`src/hdl/met_pkg.sv`:
```
// shared types, widths and register codes of the escape-time pixel unit
`timescale 1ns / 1ps
package met_pkg;

   // fixed-point format and image size
   localparam int FRAC_BITS = 28;
   localparam int MAX_DIM   = 4096;

   // field widths
   localparam int COORD_W   = 12;
   localparam int C_W       = 32;
   localparam int STEP_W    = 31;
   localparam int LIMIT_W   = 16;
   localparam int COUNT_W   = 16;
   localparam int COLOR_W   = 8;
   localparam int REQ_W     = 2 * COORD_W;
   localparam int RSP_W     = 2 * COORD_W + COUNT_W + COLOR_W;

   // datapath widths
   // z stays within +-2.0 between steps, so F+3 bits hold it
   localparam int Z_W       = FRAC_BITS + 3;
   localparam int P_W       = 2 * Z_W;
   localparam int N_W       = ((Z_W > C_W) ? Z_W : C_W) + 3;
   localparam int FP_W      = COORD_W + STEP_W;
   localparam int CS_W      = FP_W + 2;

   // front-to-back queue
   localparam int QUEUE_DEPTH = 2;
   localparam int QUEUE_PTR_W = (QUEUE_DEPTH > 1) ? $clog2(QUEUE_DEPTH) : 1;
   localparam int QUEUE_CNT_W = $clog2(QUEUE_DEPTH + 1);

   // register file
   localparam int REG_INDEX_W = 3;
   localparam int ADDR_W      = REG_INDEX_W + 2;
   localparam int DATA_W      = 32;
   localparam logic [LIMIT_W-1:0] LIMIT_RESET = LIMIT_W'(256);

   typedef enum logic [REG_INDEX_W-1:0] {
      REG_MIN_REAL,
      REG_MAX_IMAG,
      REG_REAL_STEP,
      REG_IMAG_STEP,
      REG_ITER_LIMIT
   } reg_index_type;

   typedef struct packed {
      logic signed [C_W-1:0] min_real;
      logic signed [C_W-1:0] max_imag;
      logic [STEP_W-1:0]     real_step;
      logic [STEP_W-1:0]     imag_step;
   } cfg_type;

   typedef struct packed {
      logic [COORD_W-1:0]    column;
      logic [COORD_W-1:0]    row;
      logic signed [C_W-1:0] c_re;
      logic signed [C_W-1:0] c_im;
   } job_type;

endpackage

```
`src/hdl/met_front.sv`:
```
// front end: accepts pixel requests and forms the complex constant c
`timescale 1ns / 1ps
module met_front (
   input  logic                         clock,
   input  logic                         reset,
   input  met_pkg::cfg_type             cfg,
   input  logic                         req_tvalid,
   output logic                         req_tready,
   input  logic [met_pkg::REQ_W-1:0]    req_tdata,   // column, row
   output logic                         push_valid,
   input  logic                         push_full,
   output met_pkg::job_type             push_job
);
   import met_pkg::*;

   logic                 stage_valid_ff, stage_valid_in;
   logic [COORD_W-1:0]   col_ff, col_in;
   logic [COORD_W-1:0]   row_ff, row_in;
   logic [FP_W-1:0]      re_prod_ff, re_prod_in;
   logic [FP_W-1:0]      im_prod_ff, im_prod_in;
   logic [COORD_W-1:0]   cx, cy;
   logic                 accept;
   logic signed [CS_W-1:0] re_sum, im_sum;

   // saturate to the signed register range
   function automatic logic signed [C_W-1:0] sat_c(input logic signed [CS_W-1:0] v);
      logic signed [C_W-1:0] r;
      if (v[CS_W-1:C_W-1] == {(CS_W-C_W+1){v[CS_W-1]}}) begin
         r = v[C_W-1:0];
      end else if (v[CS_W-1]) begin
         r = {1'b1, {(C_W-1){1'b0}}};
      end else begin
         r = {1'b0, {(C_W-1){1'b1}}};
      end
      return r;
   endfunction

   assign req_tready = !stage_valid_ff || !push_full;
   assign accept     = req_tvalid && req_tready;
   assign push_valid = stage_valid_ff && !push_full;

   always_comb begin
      col_in = req_tdata[COORD_W-1:0];
      row_in = req_tdata[2*COORD_W-1:COORD_W];
      // coordinates beyond the image clamp to the last column or row
      cx = (int'(col_in) >= MAX_DIM) ? COORD_W'(MAX_DIM - 1) : col_in;
      cy = (int'(row_in) >= MAX_DIM) ? COORD_W'(MAX_DIM - 1) : row_in;
      re_prod_in = FP_W'(cx) * FP_W'(cfg.real_step);
      im_prod_in = FP_W'(cy) * FP_W'(cfg.imag_step);
      stage_valid_in = accept ? 1'b1 : (push_valid ? 1'b0 : stage_valid_ff);
   end

   always_comb begin
      re_sum = CS_W'($signed(cfg.min_real)) + $signed({2'b00, re_prod_ff});
      im_sum = CS_W'($signed(cfg.max_imag)) - $signed({2'b00, im_prod_ff});
      push_job.column = col_ff;
      push_job.row    = row_ff;
      push_job.c_re   = sat_c(re_sum);
      push_job.c_im   = sat_c(im_sum);
   end

   always_ff @(posedge clock) begin
      if (reset) begin
         stage_valid_ff <= 1'b0;
      end else begin
         stage_valid_ff <= stage_valid_in;
      end
      if (accept) begin
         col_ff     <= col_in;
         row_ff     <= row_in;
         re_prod_ff <= re_prod_in;
         im_prod_ff <= im_prod_in;
      end
   end

endmodule

```
`config.mk`:
```
export PLATFORM = sky130hd
export DESIGN_NAME = met_front
export DESIGN_NICKNAME = d
export VERILOG_FILES = /design/src/hdl/met_pkg.sv /design/src/hdl/met_front.sv
export SDC_FILE = /design/constraint.sdc
export NUM_CORES = 2
export LEC_CHECK = 0
export BUFFER_PORTS_ARGS = -buffer_cell sky130_fd_sc_hd__buf_2
export CELL_PAD_IN_SITES_DETAIL_PLACEMENT = 0
export CELL_PAD_IN_SITES_GLOBAL_PLACEMENT = 1
export CORE_MARGIN = 2
export CORE_UTILIZATION = 25
export DETAILED_ROUTE_END_ITERATION = 10
export GPL_TIMING_DRIVEN = 0
export PLACE_DENSITY_LB_ADDON = 0.1
export SLEW_MARGIN = 30
export SYNTH_ARGS = -nofsm -noshare
export SYNTH_HDL_FRONTEND = slang
export SYNTH_SLANG_ARGS = --single-unit
```
`constraint.sdc`:
```
create_clock -name clock -period 8 [get_ports clock]
set_input_delay 1.2 -clock clock [delete_from_list [all_inputs] [get_ports clock]]
set_output_delay 1.2 -clock clock [all_outputs]
set_load 0.1 [all_outputs]
```
==> impl_metrics.tcl <==
set metrics [dict create \
    outcome "complete, no violations" \
    dieHeight_um 364 \
    nFillCells 14100 \
    ctsHtreeMaxLevel 3 \
    setup.worst_path.end "re_prod_ff[42]" \
    pre_cts_ws_ns -0.467 \
    crit_path_top_delay_cell "clkbuf_1" \
    num_vias 25400 \
    ios 244 \
    clock-sinks 111 \
    yosys_warnings 0 \
    cts-root-buf "clkbuf_16" \
    ys_ff_latch 111 \
    slowest_delay_ns 0.73 \
    numPortBuffers 243 \
    cp.required_ns 8.27 \
    syn_nets 4743 \
    gp_congestion 0.836 \
    rows 131 \
    grt_pass1_wl_mm 179 \
    period_needed_ns 7.67 \
    yosys_most_used_dff "edfxtp_1" \
    startpoint "req_tdata[4]" \
    yosysSeqAreaShare_pct 10.3 \
    worst-path-stages 19 \
    clk_path_buf_depth 2 \
    grt_max_degree 45 \
    synth-edff-count 110 \
    setup_tns_ns 0 \
    rr_startpoint "stage_valid_ff" \
    drive_gt1_share_pct 7.77 \
    worstSkewPairLatency_ns 0.44 \
    grt_use_total_pct 18.1 \
    syn_area_um2 32300 \
    crit_path_end_kind "flop" \
    area_growth_pct 11.4 \
    hp-class "reg -> reg" \
    path_buf_inv 3 \
    dieArea_um2 132000 \
    dp.cells 5665 \
    multiInputGateArea_um2 25600 \
    clock_skew_ns 0.0210 \
    avgSynthCellArea_um2 8.60 \
    hold_viol_final 0 \
    detail_route.first_pass.iterations 5 \
    ys_types 79 \
    routed_via_density 4.47 \
    overflow 0 \
    grt_pass1_vias 27400 \
    drc 0 \
    cts_made_buffers 9 \
    start_util_pct 25.3 \
    reg2reg_depth 4 \
    maxCapViolCount 0 \
    num-nets-final 4999 \
    max_freq_mhz 130 \
    tightest_slew_ns 1.03 \
    grt_antenna_before_repair 4 \
    core_um2 128000 \
    crit_top_cell "fa_1" \
    max-slew-margin-rel_pct 31.2 \
    die_w_um 364 \
    critPathLaunchType "input port" \
    finalSetupViolCount 0 \
    wl_per_cell_um 20.7 \
    clk_pin_slew_ns 0.09 \
    critical_path.top_delay_family "adder cells" \
    r2r_slack_ns 6.12 \
    syn_inst 3757 \
    final_cells 5683 \
    rsz0062_at_grt "true" \
    dr.first_iter.drc_count 1509 \
    dp_hpwl_mm 101 \
    worstSetupPathType "in -> reg" \
    regToRegEndpoint "re_prod_ff[4]" \
    crit_chain "buf_2 > clkbuf_1 > nand2_1 > fa_1 > fa_1 > inv_1 > fa_1 > fa_1 > fa_1 > ha_1 > a21o_1 > a21o_1 > a21o_1 > o41ai_1 > a21oi_1 > or3b_1 > nor3b_1 > or3_1 > nand3_1" \
    ys_async_sr_fraction_pct 0 \
    cts_hold_buf 0 \
    cts_tree "built" \
    worst_ep_arrival_time_ns 7.94 \
    wl_mm 118 \
    setup_slack_ns 0.330 \
    finalCritPeriodShare_pct 95.9 \
    drv_slew 0 \
    cp_max_fo 10 \
    regArea_um2 3320 \
    antenna_left 0 \
]
==> cell families after synthesis <==
family	after synthesis	synth area share, %
adder cells (fa/ha/maj)	832	45.7
flip-flops	111	10.3
buffers and inverters	904	10.6
AND/OR/NAND/NOR	1188	17.3
XOR/XNOR	139	3.77
AO/OA/AOI/OAI	548	11.1
multiplexers	35	1.09
==> layout make-up <==
cell class / count / share of cell area (%)
multi-input combinational: 2742 / 71.0
sequential: 111 / 9.23
inverter: 719 / 7.50
tap: 1662 / 5.78
timing repair buffer: 246 / 3.57
buffer: 184 / 2.08
clock buffer: 9 / 0.626
clock inverter: 7 / 0.150
antenna: 3 / 0.0209
==> how the worst min path moves through the flow <==
stage | from | end | cells after the start
after CTS | stage_valid_ff | stage_valid_ff | 2
final | stage_valid_ff | stage_valid_ff | 2
after global routing | stage_valid_ff | stage_valid_ff | 2
after detailed placement | stage_valid_ff | stage_valid_ff | 2
after global placement | stage_valid_ff | stage_valid_ff | 2
after floorplan | stage_valid_ff | stage_valid_ff | 2
==> synthesized netlist by cell type (all sizes together) (44+ instances only) <==
cell | instances | area share, %
a21oi | 167 | 2.6
fa | 582 | 36
xnor2 | 85 | 2.3
ha | 250 | 9.7
clkbuf | 163 | 1.9
edfxtp | 110 | 10
and2 | 248 | 4.8
inv | 719 | 8.4
nand3 | 44 | 0.70
o21ai | 90 | 1.4
nand2 | 629 | 7.3
xor2 | 54 | 1.5
nor2 | 94 | 1.1
a21o | 108 | 2.5
==> state kept, by name, summed over array words and instances, names as in the netlist <==
signal,count
col_ff,12
im_prod_ff,43
re_prod_ff,43
row_ff,12
stage_valid_ff,1
==> worst reg2reg max path, stage by stage, from the launching register on <==
cell and delay, ns:
dfxtp_1 0.32, nand2_1 0.07, and2_4 0.48, buf_16 0.33, buf_16 0.30
==> repair_timing <==
action,CTS,global route
setup endpoints to repair,0,5
setup buffers,0,0
resized for setup,0,17
==> cells in the final DEF (no fill, tap or decap), types with 6 or more instances in the layout <==
master     synthesis  final
o21bai_1          25     25
mux2i_1           34     34
or3_1             12     12
nor3_1            30     30
xor2_1            54     54
inv_1            719    719
nor4_1             9      9
a31oi_1           23     23
clkbuf_2           0      9
o31ai_1            8      7
nand3_1           43     43
fa_1             582    582
nor2b_1           15     15
o21ai_1           10     10
edfxtp_1         110    110
o211ai_1          19     19
nor2_1            94     94
a21o_1           108    108
ha_1             250    250
o21a_1            16     16
a221oi_1           6      6
nand4_1           24     24
o31a_1             8      8
and4_1             6      6
o21ai_0           80     80
nand2_1          629    629
clkbuf_1         163    153
a21oi_1          167    167
and2_1           247    246
xnor2_1           85     85
a211oi_1          19     19
nand2b_1          26     26
buf_2             19    262
and3_1            23     23
clkbuf_16          0      9
a311oi_1           7      6
==> per-stage QoR <==
stage	utilization [%]	cell area (µm²)	hold slack, ns
3_5_place_dp	27.9	35700	0.487
2_1_floorplan	-	32300	0.465
3_3_place_gp	27.9	35600	0.497
6_report	28.1	36000	0.506
5_1_grt	28.1	36000	0.597
4_1_cts	28.1	36000	0.514
==> per-layer routing <==
metal,wire length [µm],vias up,share of wire [%],global-route usage (%)
li1,-,12300,-,-
met1,63400,12600,54,28.6
met2,48700,393,41,26.5
met3,3690,63,3.1,1.75
met4,1830,0,1.6,3.40
met5,0,-,0,0
Power is not shown: default switching activity piles up to over one toggle a cycle in this logic, so the estimate is an artifact.
