## config.mk

```make
export PLATFORM = sky130hd
export DESIGN_NAME = met_queue
export DESIGN_NICKNAME = d
export VERILOG_FILES = /design/src/hdl/met_pkg.sv /design/src/hdl/met_queue.sv
export SDC_FILE = /design/constraint.sdc
export NUM_CORES = 1
export LEC_CHECK = 0
export CORE_UTILIZATION = 52
export DETAILED_ROUTE_END_ITERATION = 6
export DONT_BUFFER_PORTS = 1
export PLACE_DENSITY = 0.69
export SYNTH_ARGS = -nofsm -noshare
export SYNTH_HDL_FRONTEND = slang
export SYNTH_SLANG_ARGS = --single-unit
export TNS_END_PERCENT = 10
```

## constraint.sdc

```tcl
create_clock -name clock -period 7.3 [get_ports clock]
set_clock_uncertainty 0.15 [all_clocks]
set_input_delay 0 -clock clock [delete_from_list [all_inputs] [get_ports clock]]
set_output_delay 0 -clock clock [all_outputs]
set_load 0.02 [all_outputs]
```

## src/hdl/met_pkg.sv

```systemverilog
// shared types, widths and register codes of the escape-time pixel unit
`timescale 1ns / 1ps
package met_pkg;

   // fixed-point format and image size
   localparam int FRAC_BITS = 28;
   localparam int MAX_DIM   = 4096;

   // field widths
   localparam int COORD_W   = 12;
   localparam int C_W       = 32;
   localparam int STEP_W    = 31;
   localparam int LIMIT_W   = 16;
   localparam int COUNT_W   = 16;
   localparam int COLOR_W   = 8;
   localparam int REQ_W     = 2 * COORD_W;
   localparam int RSP_W     = 2 * COORD_W + COUNT_W + COLOR_W;

   // datapath widths
   // z stays within +-2.0 between steps, so F+3 bits hold it
   localparam int Z_W       = FRAC_BITS + 3;
   localparam int P_W       = 2 * Z_W;
   localparam int N_W       = ((Z_W > C_W) ? Z_W : C_W) + 3;
   localparam int FP_W      = COORD_W + STEP_W;
   localparam int CS_W      = FP_W + 2;

   // front-to-back queue
   localparam int QUEUE_DEPTH = 2;
   localparam int QUEUE_PTR_W = (QUEUE_DEPTH > 1) ? $clog2(QUEUE_DEPTH) : 1;
   localparam int QUEUE_CNT_W = $clog2(QUEUE_DEPTH + 1);

   // register file
   localparam int REG_INDEX_W = 3;
   localparam int ADDR_W      = REG_INDEX_W + 2;
   localparam int DATA_W      = 32;
   localparam logic [LIMIT_W-1:0] LIMIT_RESET = LIMIT_W'(256);

   typedef enum logic [REG_INDEX_W-1:0] {
      REG_MIN_REAL,
      REG_MAX_IMAG,
      REG_REAL_STEP,
      REG_IMAG_STEP,
      REG_ITER_LIMIT
   } reg_index_type;

   typedef struct packed {
      logic signed [C_W-1:0] min_real;
      logic signed [C_W-1:0] max_imag;
      logic [STEP_W-1:0]     real_step;
      logic [STEP_W-1:0]     imag_step;
   } cfg_type;

   typedef struct packed {
      logic [COORD_W-1:0]    column;
      logic [COORD_W-1:0]    row;
      logic signed [C_W-1:0] c_re;
      logic signed [C_W-1:0] c_im;
   } job_type;

endpackage

```

## src/hdl/met_queue.sv

```systemverilog
// short job queue between front end and iteration core
`timescale 1ns / 1ps
module met_queue (
   input  logic              clock,
   input  logic              reset,
   input  logic              push_valid,
   input  met_pkg::job_type  push_job,
   output logic              full,
   input  logic              pop,
   output logic              empty,
   output met_pkg::job_type  head
);
   import met_pkg::*;

   job_type                slot_ff [QUEUE_DEPTH];
   logic [QUEUE_PTR_W-1:0] wr_ptr_ff, wr_ptr_in;
   logic [QUEUE_PTR_W-1:0] rd_ptr_ff, rd_ptr_in;
   logic [QUEUE_CNT_W-1:0] count_ff, count_in;

   function automatic logic [QUEUE_PTR_W-1:0] ptr_next(input logic [QUEUE_PTR_W-1:0] p);
      return (p == QUEUE_PTR_W'(QUEUE_DEPTH - 1)) ? '0 : p + QUEUE_PTR_W'(1);
   endfunction

   assign full  = (count_ff == QUEUE_CNT_W'(QUEUE_DEPTH));
   assign empty = (count_ff == '0);
   assign head  = slot_ff[rd_ptr_ff];

   always_comb begin
      wr_ptr_in = push_valid ? ptr_next(wr_ptr_ff) : wr_ptr_ff;
      rd_ptr_in = pop ? ptr_next(rd_ptr_ff) : rd_ptr_ff;
      count_in  = count_ff;
      if (push_valid && !pop) begin
         count_in = count_ff + QUEUE_CNT_W'(1);
      end else if (pop && !push_valid) begin
         count_in = count_ff - QUEUE_CNT_W'(1);
      end
   end

   always_ff @(posedge clock) begin
      if (reset) begin
         wr_ptr_ff <= '0;
         rd_ptr_ff <= '0;
         count_ff  <= '0;
      end else begin
         wr_ptr_ff <= wr_ptr_in;
         rd_ptr_ff <= rd_ptr_in;
         count_ff  <= count_in;
      end
      if (push_valid) begin
         slot_ff[wr_ptr_ff] <= push_job;
      end
   end

   a_count_bound: assert property (@(posedge clock) disable iff (reset)
      count_ff <= QUEUE_CNT_W'(QUEUE_DEPTH))
      else $error("queue fill count beyond depth");

   a_pop_drains: assert property (@(posedge clock) disable iff (reset)
      pop && !push_valid |=> count_ff == $past(count_ff) - QUEUE_CNT_W'(1))
      else $error("pop without push did not reduce fill count");

endmodule

```

==> impl_summary.md, run 1 <==
Drt
The detail-routed net length per standard cell is 18.9 um. The post-detailed-route via-to-cell ratio is 5.13. The first-iteration detailed-routing DRC count is 167.

Detailed routing inserted a total of 2,988 vias. The number of search-and-repair iterations in the first detailed-routing pass is 4. After detailed routing, the total wire length is 11.0 mm. The antenna violation net count after detailed routing is 0. After detailed routing, the number of remaining DRC violations is 0.

Placement
The number of I/O port buffers is 0. The HPWL after detailed placement is 6.25 mm. At the end of routability-driven placement, the weighted congestion stood at 0.662.

Floorplan
Row generation in the floorplan step produced 40 rows. The region available for standard cell placement spans 12,200 um^2. The initial cell density of the core is 0.543. 182 I/O pins were placed. Measured along the x axis, the die boundary spans 115 um.

The die covers 13,200 um^2. The floorplan die height is 115 um.

Timing
The final count of pins violating max slew was 0. The relative max-transition margin is 0.415. Setup repair after global routing left no endpoint under its margin. The slew at the pin closest to its max-slew limit is 0.878 ns. The number of endpoints failing setup at the final stage is 0. The final critical delay including setup and external delays is 2.47 ns. In the final timing run, aggregate negative setup slack is 0 ns. The final hold violation count is 0. Based on the critical path, the design can be clocked at up to 404 MHz. Dividing the final minimum period by the clock period gives 0.339.

Pwr
Summing internal, switching and leakage power gives 2.32 mW. The share of total power in the clock network is 0.356. For this design the static power due to leakage is 2.81 nW. VDD sags by at most 0.000371 V. Of the total power, registers draw 0.532. The switching power share of the total is 0.232. The switching power total is 0.538 mW. The combinational group share of total power is 0.112. The internal power is 1.79 mW. Power spread over the standard cell area amounts to 281 nW/um^2.

Cells and area
The fraction of layout instances using a drive strength above 1 is 0.295. The register area is 5390 um^2. The area added between synthesis and finish is 24.7%. The fill cell total of the finished layout is 822. The count of nets after finishing is 493.

In the final layout, the multi-input gates occupy 1180 um^2.

Worst setup path
The kind of critical path is register to output port. The worst setup path is launched from a register. The nature of the critical path endpoint is an output port. Data on the critical path is required at its endpoint by 7.15 ns. In this run the worst path has a maximum fanout of 48.

Setup slack on the worst reg-to-reg path comes out at 4.95 ns. The data arrival time of the worst path is 2.32 ns.

Yosys
Yosys printed 0 warnings. After synthesis, the mean cell area works out to 22.4 um^2. The synthesized design contains 181 register bits. Synthesis produced a netlist with a net count of 389. After synthesis, the netlist uses 16 different library cells.

The share of the Yosys chip area taken by registers is 0.812. The mapped netlist covers 6630 um^2. Counting every instance in the synthesized netlist gives 296.

Global route
The wire length of the first global-routing pass is 16.4 mm. Entering global routing, the biggest net connects 65 pins. After global routing the overflow that remains totals 0. The number of global-route vias before repair came to 3,151.

The number of antenna violations at the first check in global routing came to 1. For this run, the total global-route usage over all layers was measured as 0.173.

CTS
The later pin in the worst-skew pair is clocked with a latency of 0.42 ns. CTS placed an instance of sky130_fd_sc_hd__clkbuf_16 at the clock tree root. The H-tree generated during clock tree synthesis spans 4 levels. The number of clock sinks is 181. The number of buffers on the longest clock path is 2. Counting the buffers created by CTS gives 17. The clock transition at the register clock pins on the worst setup and hold paths after CTS is 0.06 ns.

After clock tree synthesis, the repair step resized 0 gates. TritonCTS built the clock tree.

Outcome
The flow ran to the end, and the final reports show no timing, DRC or antenna violations.

Flow run
Across the run, the number of max-cap violations was 0.

Min path
The class of the most critical hold timing path is input port to register.
==> power groups by stage <==
| stage | clock network (mW) | logic (mW) | registers (mW) |
|---|---|---|---|
| 2_1_floorplan | 0 | 0.197 | 1.25 |
| 3_3_place_gp | 0 | 0.212 | 1.26 |
| 3_5_place_dp | 0 | 0.214 | 1.26 |
| 4_1_cts | 0.845 | 0.262 | 1.24 |
| 5_1_grt | 0.882 | 0.275 | 1.24 |
| 6_report | 0.828 | 0.260 | 1.24 |
==> synthesized netlist by cell type <==
master,number,area [um^2]
sky130_fd_sc_hd__edfxtp_1,176,5290
sky130_fd_sc_hd__mux2_2,68,766
sky130_fd_sc_hd__mux2_4,20,300
sky130_fd_sc_hd__buf_2,6,30.0
sky130_fd_sc_hd__dfxtp_1,5,100
sky130_fd_sc_hd__nor2_1,5,18.8
sky130_fd_sc_hd__buf_6,4,45.0
sky130_fd_sc_hd__nor2b_1,2,12.5
sky130_fd_sc_hd__xnor2_1,2,17.5
sky130_fd_sc_hd__xor2_1,2,17.5
sky130_fd_sc_hd__a21oi_1,1,5.00
sky130_fd_sc_hd__and2_1,1,6.26
sky130_fd_sc_hd__ha_1,1,12.5
sky130_fd_sc_hd__inv_1,1,3.75
sky130_fd_sc_hd__o21ai_0,1,5.00
sky130_fd_sc_hd__or3_1,1,6.26
==> kinds of logic after synthesis <==
group	after synthesis	share of synthesized area
AO/OA/AOI/OAI	2	0.00151
AND/OR/NAND/NOR	9	0.00660
buffers and inverters	11	0.0119
adder cells (fa/ha/maj)	1	0.00189
flip-flops	181	0.812
XOR/XNOR	4	0.00528
multiplexers	88	0.161
==> worst max-delay path, stage by stage (launching register included) <==
cell                      delay (ns)
sky130_fd_sc_hd__dfxtp_4        0.69
sky130_fd_sc_hd__buf_4          0.67
sky130_fd_sc_hd__mux2_2         0.49
==> cell usage in the layout (no fill, tap or decap), types with 2 or more instances in the layout <==
master	netlist	routed
sky130_fd_sc_hd__inv_6	0	2
sky130_fd_sc_hd__edfxtp_1	176	176
sky130_fd_sc_hd__dlygate4sd3_1	0	92
sky130_fd_sc_hd__buf_4	0	3
sky130_fd_sc_hd__mux2_2	68	68
sky130_fd_sc_hd__clkinv_2	0	3
sky130_fd_sc_hd__clkbuf_16	0	17
sky130_fd_sc_hd__dfxtp_1	5	4
sky130_fd_sc_hd__clkbuf_1	0	3
sky130_fd_sc_hd__clkinvlp_4	0	4
sky130_fd_sc_hd__nor2_1	5	5
sky130_fd_sc_hd__mux2_4	20	20
sky130_fd_sc_hd__xor2_1	2	2
sky130_fd_sc_hd__xnor2_1	2	2
==> final timing paths <==
| check | startpoint | end | cells past startpoint |
|---|---|---|---|
| min reg2reg | rd_ptr_ff$_SDFFE_PP0P_ | rd_ptr_ff$_SDFFE_PP0P_ | 2 |
| max reg2reg | wr_ptr_ff$_SDFFE_PP0P_ | slot_ff[0][57]$_DFFE_PP_ | 2 |
| max | register | head[75] | 2 |
| min | push_job[80] | slot_ff[0][80]$_DFFE_PP_ | 1 |
==> through the flow <==
step	utilization	hold slack, ns	cells	worst slack, ns	area (um^2)
finish	0.677	0.0780	582	4.83	8270
global route	0.677	0.0577	581	4.67	8270
detailed placement	0.557	-0.0811	457	4.96	6800
floorplan	-	-0.0809	296	2.38	6630
CTS	0.677	0.0529	581	4.76	8270
global placement	0.557	-0.0849	457	4.99	6800
==> flip-flops by register name, indices dropped and copies added (netlist names), named ones only <==
register   flops
rd_ptr_ff      1
slot_ff      176
wr_ptr_ff      1
count_ff       2
==> per-layer routing <==
layer | up-vias | global-route usage | part of all wire
met5 | - | 0 | 0
met1 | 1460 | 0.179 | 0.38
met2 | 138 | 0.293 | 0.50
met4 | 0 | 0.0710 | 0.015
met3 | 12 | 0.0928 | 0.099
li1 | 1378 | - | -
==> layout make-up <==
class / count / area share
multi-input combinational: 104 / 0.142
clock buffer: 20 / 0.0528
timing repair buffer: 95 / 0.114
sequential: 181 / 0.652
antenna: 1 / 0.000303
inverter: 1 / 0.000454
tap: 168 / 0.0254
clock inverter: 12 / 0.0127
==> what timing repair did <==
item                      in CTS  in global routing
hold buffers                  92                  0
setup buffers                  0                  0
hold endpoints to repair     231                  0
Power figures use the tool's default switching activity.
==> run 2: changes to the inputs <==
- PLACE_DENSITY: 0.69 -> 0.72
- clock period: 7.3 -> 2.25 ns (I/O delays scaled with it)
==> run 2 against run 1 <==
Compared with the run above: sequential cell count unchanged; cell count up 0.52%; setup slack worse by 4.5 ns; total power rose to 3.3 times the previous value; sequential share of layout area down 0.61 points; largest cell class unchanged; highest routed layer unchanged; hold slack better by 0.0017 ns.
==> impl_summary.md, run 2 (same netlist as run 1, synthesis figures left out) <==
Outcome
The flow ran to the end, and the final reports show no timing, DRC or antenna violations.

Cells and area
In the final layout, the registers with the most flip-flops are slot_ff (176), count_ff (2). The number of antenna repair diodes is 0 (-1). The final cell area excluding filler cells was 8350 um^2 (+0.94%). The area added between synthesis and finish is 25.8%. The count of nets after finishing is 497 (+0.81%). The top cell types in the final layout, fill and taps aside, are sky130_fd_sc_hd__edfxtp_1, sky130_fd_sc_hd__dlygate4sd3_1, sky130_fd_sc_hd__mux2_2, sky130_fd_sc_hd__mux2_4, sky130_fd_sc_hd__clkbuf_16. Leaving out fill and tap cells, the most frequent cell in the layout is sky130_fd_sc_hd__edfxtp_1. Counting flops per register, the top entry is slot_ff. The fraction of layout instances using a drive strength above 1 is 0.297 (+0.00196). The flip-flop count of the largest register after layout is 176 (unchanged).

Floorplan
The I/O pin count is 182 (unchanged). The initial cell density of the core came to 0.543 (unchanged). The area of the core came to 12,200 um^2 (unchanged). The width of the chip came to 115 um (unchanged). The cell row count came to 40 (unchanged).

The floorplan die height is 115 um (unchanged). The overall die area came to 13,200 um^2 (unchanged).

Pwr
The peak supply drop was 0.000625 V (+68%). The static leakage power was 2.84 nW (+0.94%). The total power divided by cell area is 907 nW/um^2 (+220%).

Timing
The worst hold slack after final layout is 0.0797 ns (+0.00171 ns). The minimum setup slack in the final design is 0.305 ns (-4.52 ns). Setup repair after global routing left no endpoint under its margin. The final hold violation count is 0 (unchanged). The slew at the pin closest to its max-slew limit is 0.449 ns (-0.428 ns). The relative max-transition margin is 0.700 (+0.285). The number of endpoints failing setup at the final stage is 0 (unchanged). The ratio of final minimum period to clock period is 0.865. The final count of pins violating max slew is 0 (unchanged). The clock period could shrink to 1.95 ns. The fmax is 514 MHz.

Worst setup path
The required time at the endpoint of the critical path is 2.10 ns (-5.05 ns). The register-to-register setup slack was 0.70 ns (-4.25 ns). The worst setup path is launched from a register.

The nature of the critical path endpoint is an output port. The data arrival time of the worst path is 1.80 ns (-0.52 ns). The highest cell delay on the worst timing path is 0.53 ns (-0.16 ns).

The worst setup path is of the register to output port kind. Among all stages on the critical path, the largest delay is contributed by sky130_fd_sc_hd__dfxtp_4. Walking the worst path, the cells encountered are buf_12 > mux2_2. The largest fanout on the critical path is 56 (+17%).

Global route
The number of global-route vias before repair is 3,216 (+2.1%). The maximum number of pins on one net before global-route repair is 63 (-3.1%). The number of antenna violations at the first check in global routing came to 0 (-1). The total routing resource utilization after global routing is 0.175 (+0.00259). The remaining global-route overflow is 0 (unchanged). The wire length of the first global-routing pass is 16.5 mm (+0.88%).

Placement
The placed instance area is 6880 um^2 (+1.2%). The number of I/O port buffers is 0 (unchanged). The minimum setup slack after placement is 0.706 ns (-4.26 ns).

The final weighted congestion in routability-driven placement is 0.680 (+2.7%). The HPWL after detailed placement is 6.70 mm (+7.1%).

Drt
The number of search-and-repair iterations in the first detailed-routing pass is 4 (unchanged). The detail-routed net length per standard cell is 19.5 um (+3.4%). The post-detailed-route DRC marker count was 0 (unchanged). The first-iteration detailed-routing DRC count is 193 (+16%). The antenna violation net count after detailed routing is 0 (unchanged). The total routed wirelength is 11.4 mm (+3.9%). The post-detailed-route via-to-cell ratio is 5.14 (+0.19%). The via count is 3,009 (+0.70%).

CTS
The number of H-tree levels was 4 (unchanged). The TritonCTS buffer count is 17 (unchanged). The clock transition at the register clock pins on the worst setup and hold paths after CTS came to 0.06 ns (about the same).

The insertion delay to the later sink of the worst-skew pair is 0.42 ns (about the same). The number of clock sinks was 181 (unchanged). The root buffer cell is sky130_fd_sc_hd__clkbuf_16. The post-CTS setup buffer count is 0 (unchanged).

The number of buffers on the longest clock path came to 2 (unchanged). The CTS tree is done. The post-cts gate resize count is 0 (unchanged).

Min path
In this run the worst hold path is classified as input port to register.

Flow run
The max capacitance violation total was 0 (unchanged).
## run 2: cell count changes in the layout (fill, tap and decap cells not counted)
cell                         previous run  this run
sky130_fd_sc_hd__clkinv_1               1         4
sky130_fd_sc_hd__buf_12                 0         4
sky130_fd_sc_hd__clkinv_2               3         0
sky130_fd_sc_hd__clkbuf_1               3         2
sky130_fd_sc_hd__diode_2                1         0
sky130_fd_sc_hd__clkinvlp_4             4         5
## run 2: cell type report
type,instances,area (um^2)
inverters,1,3.75
well taps,168,210
clock inverters,13,109
fillers,809,3870
multi-input cells,104,1180
clock buffers,19,433
repair buffers,99,1020
flip-flops and latches,181,5390
## run 2: where the power goes
group	internal [mW]	total [mW]	switching [mW]
clock	1.51	2.68	1.17
sequential	3.93	4.00	0.0676
combinational	0.361	0.882	0.522
total	5.81	7.57	1.76
## run 2: final timing paths
| path | startpoint | cells past startpoint | endpoint |
|---|---|---|---|
| max | register | 2 | head[8] |
| min | push_job[41] | 1 | slot_ff[0][41]$_DFFE_PP_ |
| max reg2reg | wr_ptr_ff$_SDFFE_PP0P_ | 2 | slot_ff[1][60]$_DFFE_PP_ |
| min reg2reg | rd_ptr_ff$_SDFFE_PP0P_ | 2 | rd_ptr_ff$_SDFFE_PP0P_ |
## run 2: metrics by stage
step / util / std cells / power (mW) / setup TNS, ns
after global routing: 0.683 / 585 / 7.81 / 0
after CTS: 0.683 / 585 / 7.63 / 0
after floorplan: - / 296 / 4.69 / -71.35
after global placement: 0.564 / 461 / 4.79 / 0
after detailed placement: 0.564 / 461 / 4.81 / 0
final: 0.683 / 585 / 7.57 / 0
## run 2: per-layer routing
layer / wire length (um) / global-route usage
met1: 4410 / 0.189
met2: 5820 / 0.297
met3: 1010 / 0.0796
met4: 185 / 0.0779
met5: 0 / 0
## run 2: timing repair
| item | in CTS | in global routing |
|---|---|---|
| hold buffers | 92 | 0 |
| setup endpoints to repair | 0 | 0 |
| endpoints found under the hold margin | 284 | 0 |
## run 2: worst max-delay path, delay by kind of cell, from the launching register on
family	cells	cell delay, ns
mux	1	0.45
flops	1	0.53
buf+inv	1	0.32
==> run 3: changes to the inputs <==
--- a/constraint.sdc
+++ b/constraint.sdc
@@ -4,2 +4,2 @@
 set_output_delay 0 -clock clock [all_outputs]
-set_load 0.02 [all_outputs]
+set_load 0.1 [all_outputs]
==> run 3 against run 2 <==
Compared with the run above: first-iteration DRC count increased by 30%; register-to-register slack worse by 0.09 ns; clock power is 6% higher; sequential share of layout area is 0.55 points lower; highest routed layer unchanged; sequential cell count stayed put; die area stayed put; total power grew 17%.
==> impl_summary.md, run 3 (same netlist as run 1, synthesis figures left out) <==
Outcome
The flow ran to the end, and the final reports show no timing, DRC or antenna violations.

Floorplan
The cell row count is 40 (unchanged). The area of the core is 12,200 um^2 (unchanged). The width of the chip is 115 um (unchanged). The floorplan die height came to 115 um (unchanged).

The initial cell density of the core came to 0.543 (unchanged). The overall die area came to 13,200 um^2 (unchanged). The I/O pin count was 182 (unchanged).

Global route
The maximum number of pins on one net before global-route repair is 51 (-19%). The met3 track utilization from global routing is 0.0849 (+0.00527). The remaining global-route overflow is 0 (unchanged). The number of antenna violations at the first check in global routing came to 0 (unchanged). The met2 usage is 0.307 (+0.00964). The total routing resource utilization after global routing is 0.182 (+0.00658).

The global-route layer with the greatest usage is met2. The wire length of the first global-routing pass came to 17.2 mm (+4.2%). The number of global-route vias before repair is 3,331 (+3.6%).

The routing usage on met1 was 0.204 (+0.0144).

CTS
The post-cts gate resize count is 0 (unchanged). The root buffer cell is sky130_fd_sc_hd__clkbuf_16. The number of clock sinks is 181 (unchanged). The post-cts hold buffer count is 93 (+1.1%). The TritonCTS buffer count came to 17 (unchanged). The post-CTS setup buffer count is 0 (unchanged).

The clock transition at the register clock pins on the worst setup and hold paths after CTS was 0.06 ns (about the same). TritonCTS built the clock tree. The number of H-tree levels came to 4 (unchanged). The number of buffers on the longest clock path is 2 (unchanged).

The insertion delay to the later sink of the worst-skew pair came to 0.41 ns (about the same).

Pwr
The static leakage power came to 2.89 nW (+1.9%). The share of total power in the clock network is 0.322 (-0.033). The internal power came to 5.95 mW (+2.6%).

The combinational group share of total power was 0.226 (+0.109). The switching power share of the total was 0.328 (+0.0956). The sequential power share came to 0.452 (-0.077). The total power divided by cell area was 1050 nW/um^2 (+16%). The peak supply drop is 0.000819 V (+31%). The overall power is 8.86 mW (+17%). The switching power total is 2.91 mW (+65%).

Timing
Setup repair after global routing left no endpoint under its margin. The fmax is 486 MHz (-5.5%). The relative max-transition margin was 0.643 (-0.0567). The final critical delay including setup and external delays came to 2.06 ns (+0.113 ns). The final hold violation count was 0 (unchanged). The final count of pins violating max slew is 0 (unchanged).

The worst hold slack after final layout is 0.0829 ns (+0.00324 ns). The number of endpoints failing setup at the final stage is 0 (unchanged). The ratio of final minimum period to clock period came to 0.915 (+0.0502).

The slew at the pin closest to its max-slew limit is 0.538 ns (+0.0883 ns).

Placement
The HPWL after detailed placement came to 6.92 mm (+3.3%). The number of I/O port buffers came to 0 (unchanged). The placed instance area was 6910 um^2 (+0.36%). The final weighted congestion in routability-driven placement is 0.659 (-3.0%).

Cells and area
Leaving out fill and tap cells, the most frequent cell in the layout is sky130_fd_sc_hd__edfxtp_1. The fraction of layout instances using a drive strength above 1 is 0.313 (+0.0153). From synthesis to final layout, the design area changed by 26.9%. The count of nets after finishing is 499 (+0.40%).

The largest registers in the layout are slot_ff (176), count_ff (2). In the layout the commonest cells are sky130_fd_sc_hd__edfxtp_1, sky130_fd_sc_hd__dlygate4sd3_1, sky130_fd_sc_hd__mux2_2, sky130_fd_sc_hd__mux2_4, sky130_fd_sc_hd__clkbuf_16. The register with the most flip-flops in the final layout is slot_ff. The final cell area excluding filler cells is 8420 um^2 (+0.85%). The flip-flop count of the largest register after layout is 176 (unchanged). The number of antenna repair diodes is 0 (unchanged).

Worst setup path
The largest fanout on the critical path came to 36 (-36%). Traced cell by cell, the critical path runs through buf_12 > mux2_2. The required time at the endpoint of the critical path is 2.10 ns (about the same).

The data arrival time of the worst path is 1.91 ns (+0.11 ns). The source of the worst register-to-register timing path is wr_ptr_ff$_SDFFE_PP0P_. The worst path buffer plus inverter count is 1 (unchanged).

The worst setup path is captured at an output port. The kind of launch point of the worst setup path is a register. The highest cell delay on the worst timing path was 0.59 ns (+0.06 ns). The worst setup path is of the register to output port kind. The register-to-register setup slack was 0.61 ns (-0.09 ns). The critical path's slowest cell is sky130_fd_sc_hd__mux2_2. The kind of cell adding the most delay to the critical path is multiplexers.

Drt
The post-detailed-route DRC marker count is 0 (unchanged). The detail-routed net length per standard cell is 19.7 um (+0.89%). The antenna violation net count after detailed routing is 0 (unchanged). The number of search-and-repair iterations in the first detailed-routing pass is 4 (unchanged). The first-iteration detailed-routing DRC count was 250 (+30%).

The post-detailed-route via-to-cell ratio is 5.22 (+1.5%). The total routed wirelength is 11.6 mm (+1.2%). The via count is 3,065 (+1.9%).

Min path
The class of the most critical hold timing path is input port to register. The startpoint identified for the worst hold timing path is push_job[69].

Flow run
The max capacitance violation total is 0 (unchanged).
## run 3: cell count changes in the layout (fill, tap and decap cells not counted), sizes merged
cell | previous run | this run
inv | 3 | 6
clkinv | 5 | 8
bufinv | 1 | 2
clkbuf | 19 | 17
clkinvlp | 5 | 0
buf | 7 | 8
dlygate4sd3 | 92 | 93
## run 3: area by class of cell
type | instances | area [um^2]
sequential | 181 | 5390
timing repair buffer | 101 | 1050
clock buffer | 17 | 425
fill | 812 | 3790
clock inverter | 15 | 153
multi-input combinational | 104 | 1180
tap | 168 | 210
inverter | 1 | 3.75
## run 3: stage by stage
step | setup WS [ns] | setup TNS (ns) | cells | utilization
after floorplan | -0.811 | -71.35 | 296 | -
after global placement | 0.602 | 0 | 462 | 0.566
after detailed placement | 0.586 | 0 | 462 | 0.566
after CTS | 0.175 | 0 | 587 | 0.689
after global routing | 0.109 | 0 | 587 | 0.689
final | 0.192 | 0 | 587 | 0.689
## run 3: power groups by stage
stage               registers (mW)  clock network (mW)  logic, mW
finish                        4.00                2.85       2.01
global route                  4.02                3.04       2.06
CTS                           4.00                2.89       2.02
detailed placement            4.08                   0       1.86
global placement              4.06                   0       1.85
floorplan                     4.05                   0       1.75
## run 3: worst paths after layout
kind,to,depth (start not counted)
max,head[32],2
max reg2reg,slot_ff[1][20]$_DFFE_PP_,2
min reg2reg,count_ff[1]$_SDFFE_PP0P_,2
min,slot_ff[0][69]$_DFFE_PP_,1
## run 3: routing by layer
metal,wire length [um],vias to the layer above
met5,0,-
met4,143,0
met3,1100,13
met2,5860,136
met1,4460,1522
li1,-,1394
## run 3: worst register-to-register path: stages (launching register included)
cell	delay [ns]
sky130_fd_sc_hd__dfxtp_1	0.40
sky130_fd_sc_hd__and2_4	0.49
sky130_fd_sc_hd__buf_12	0.28
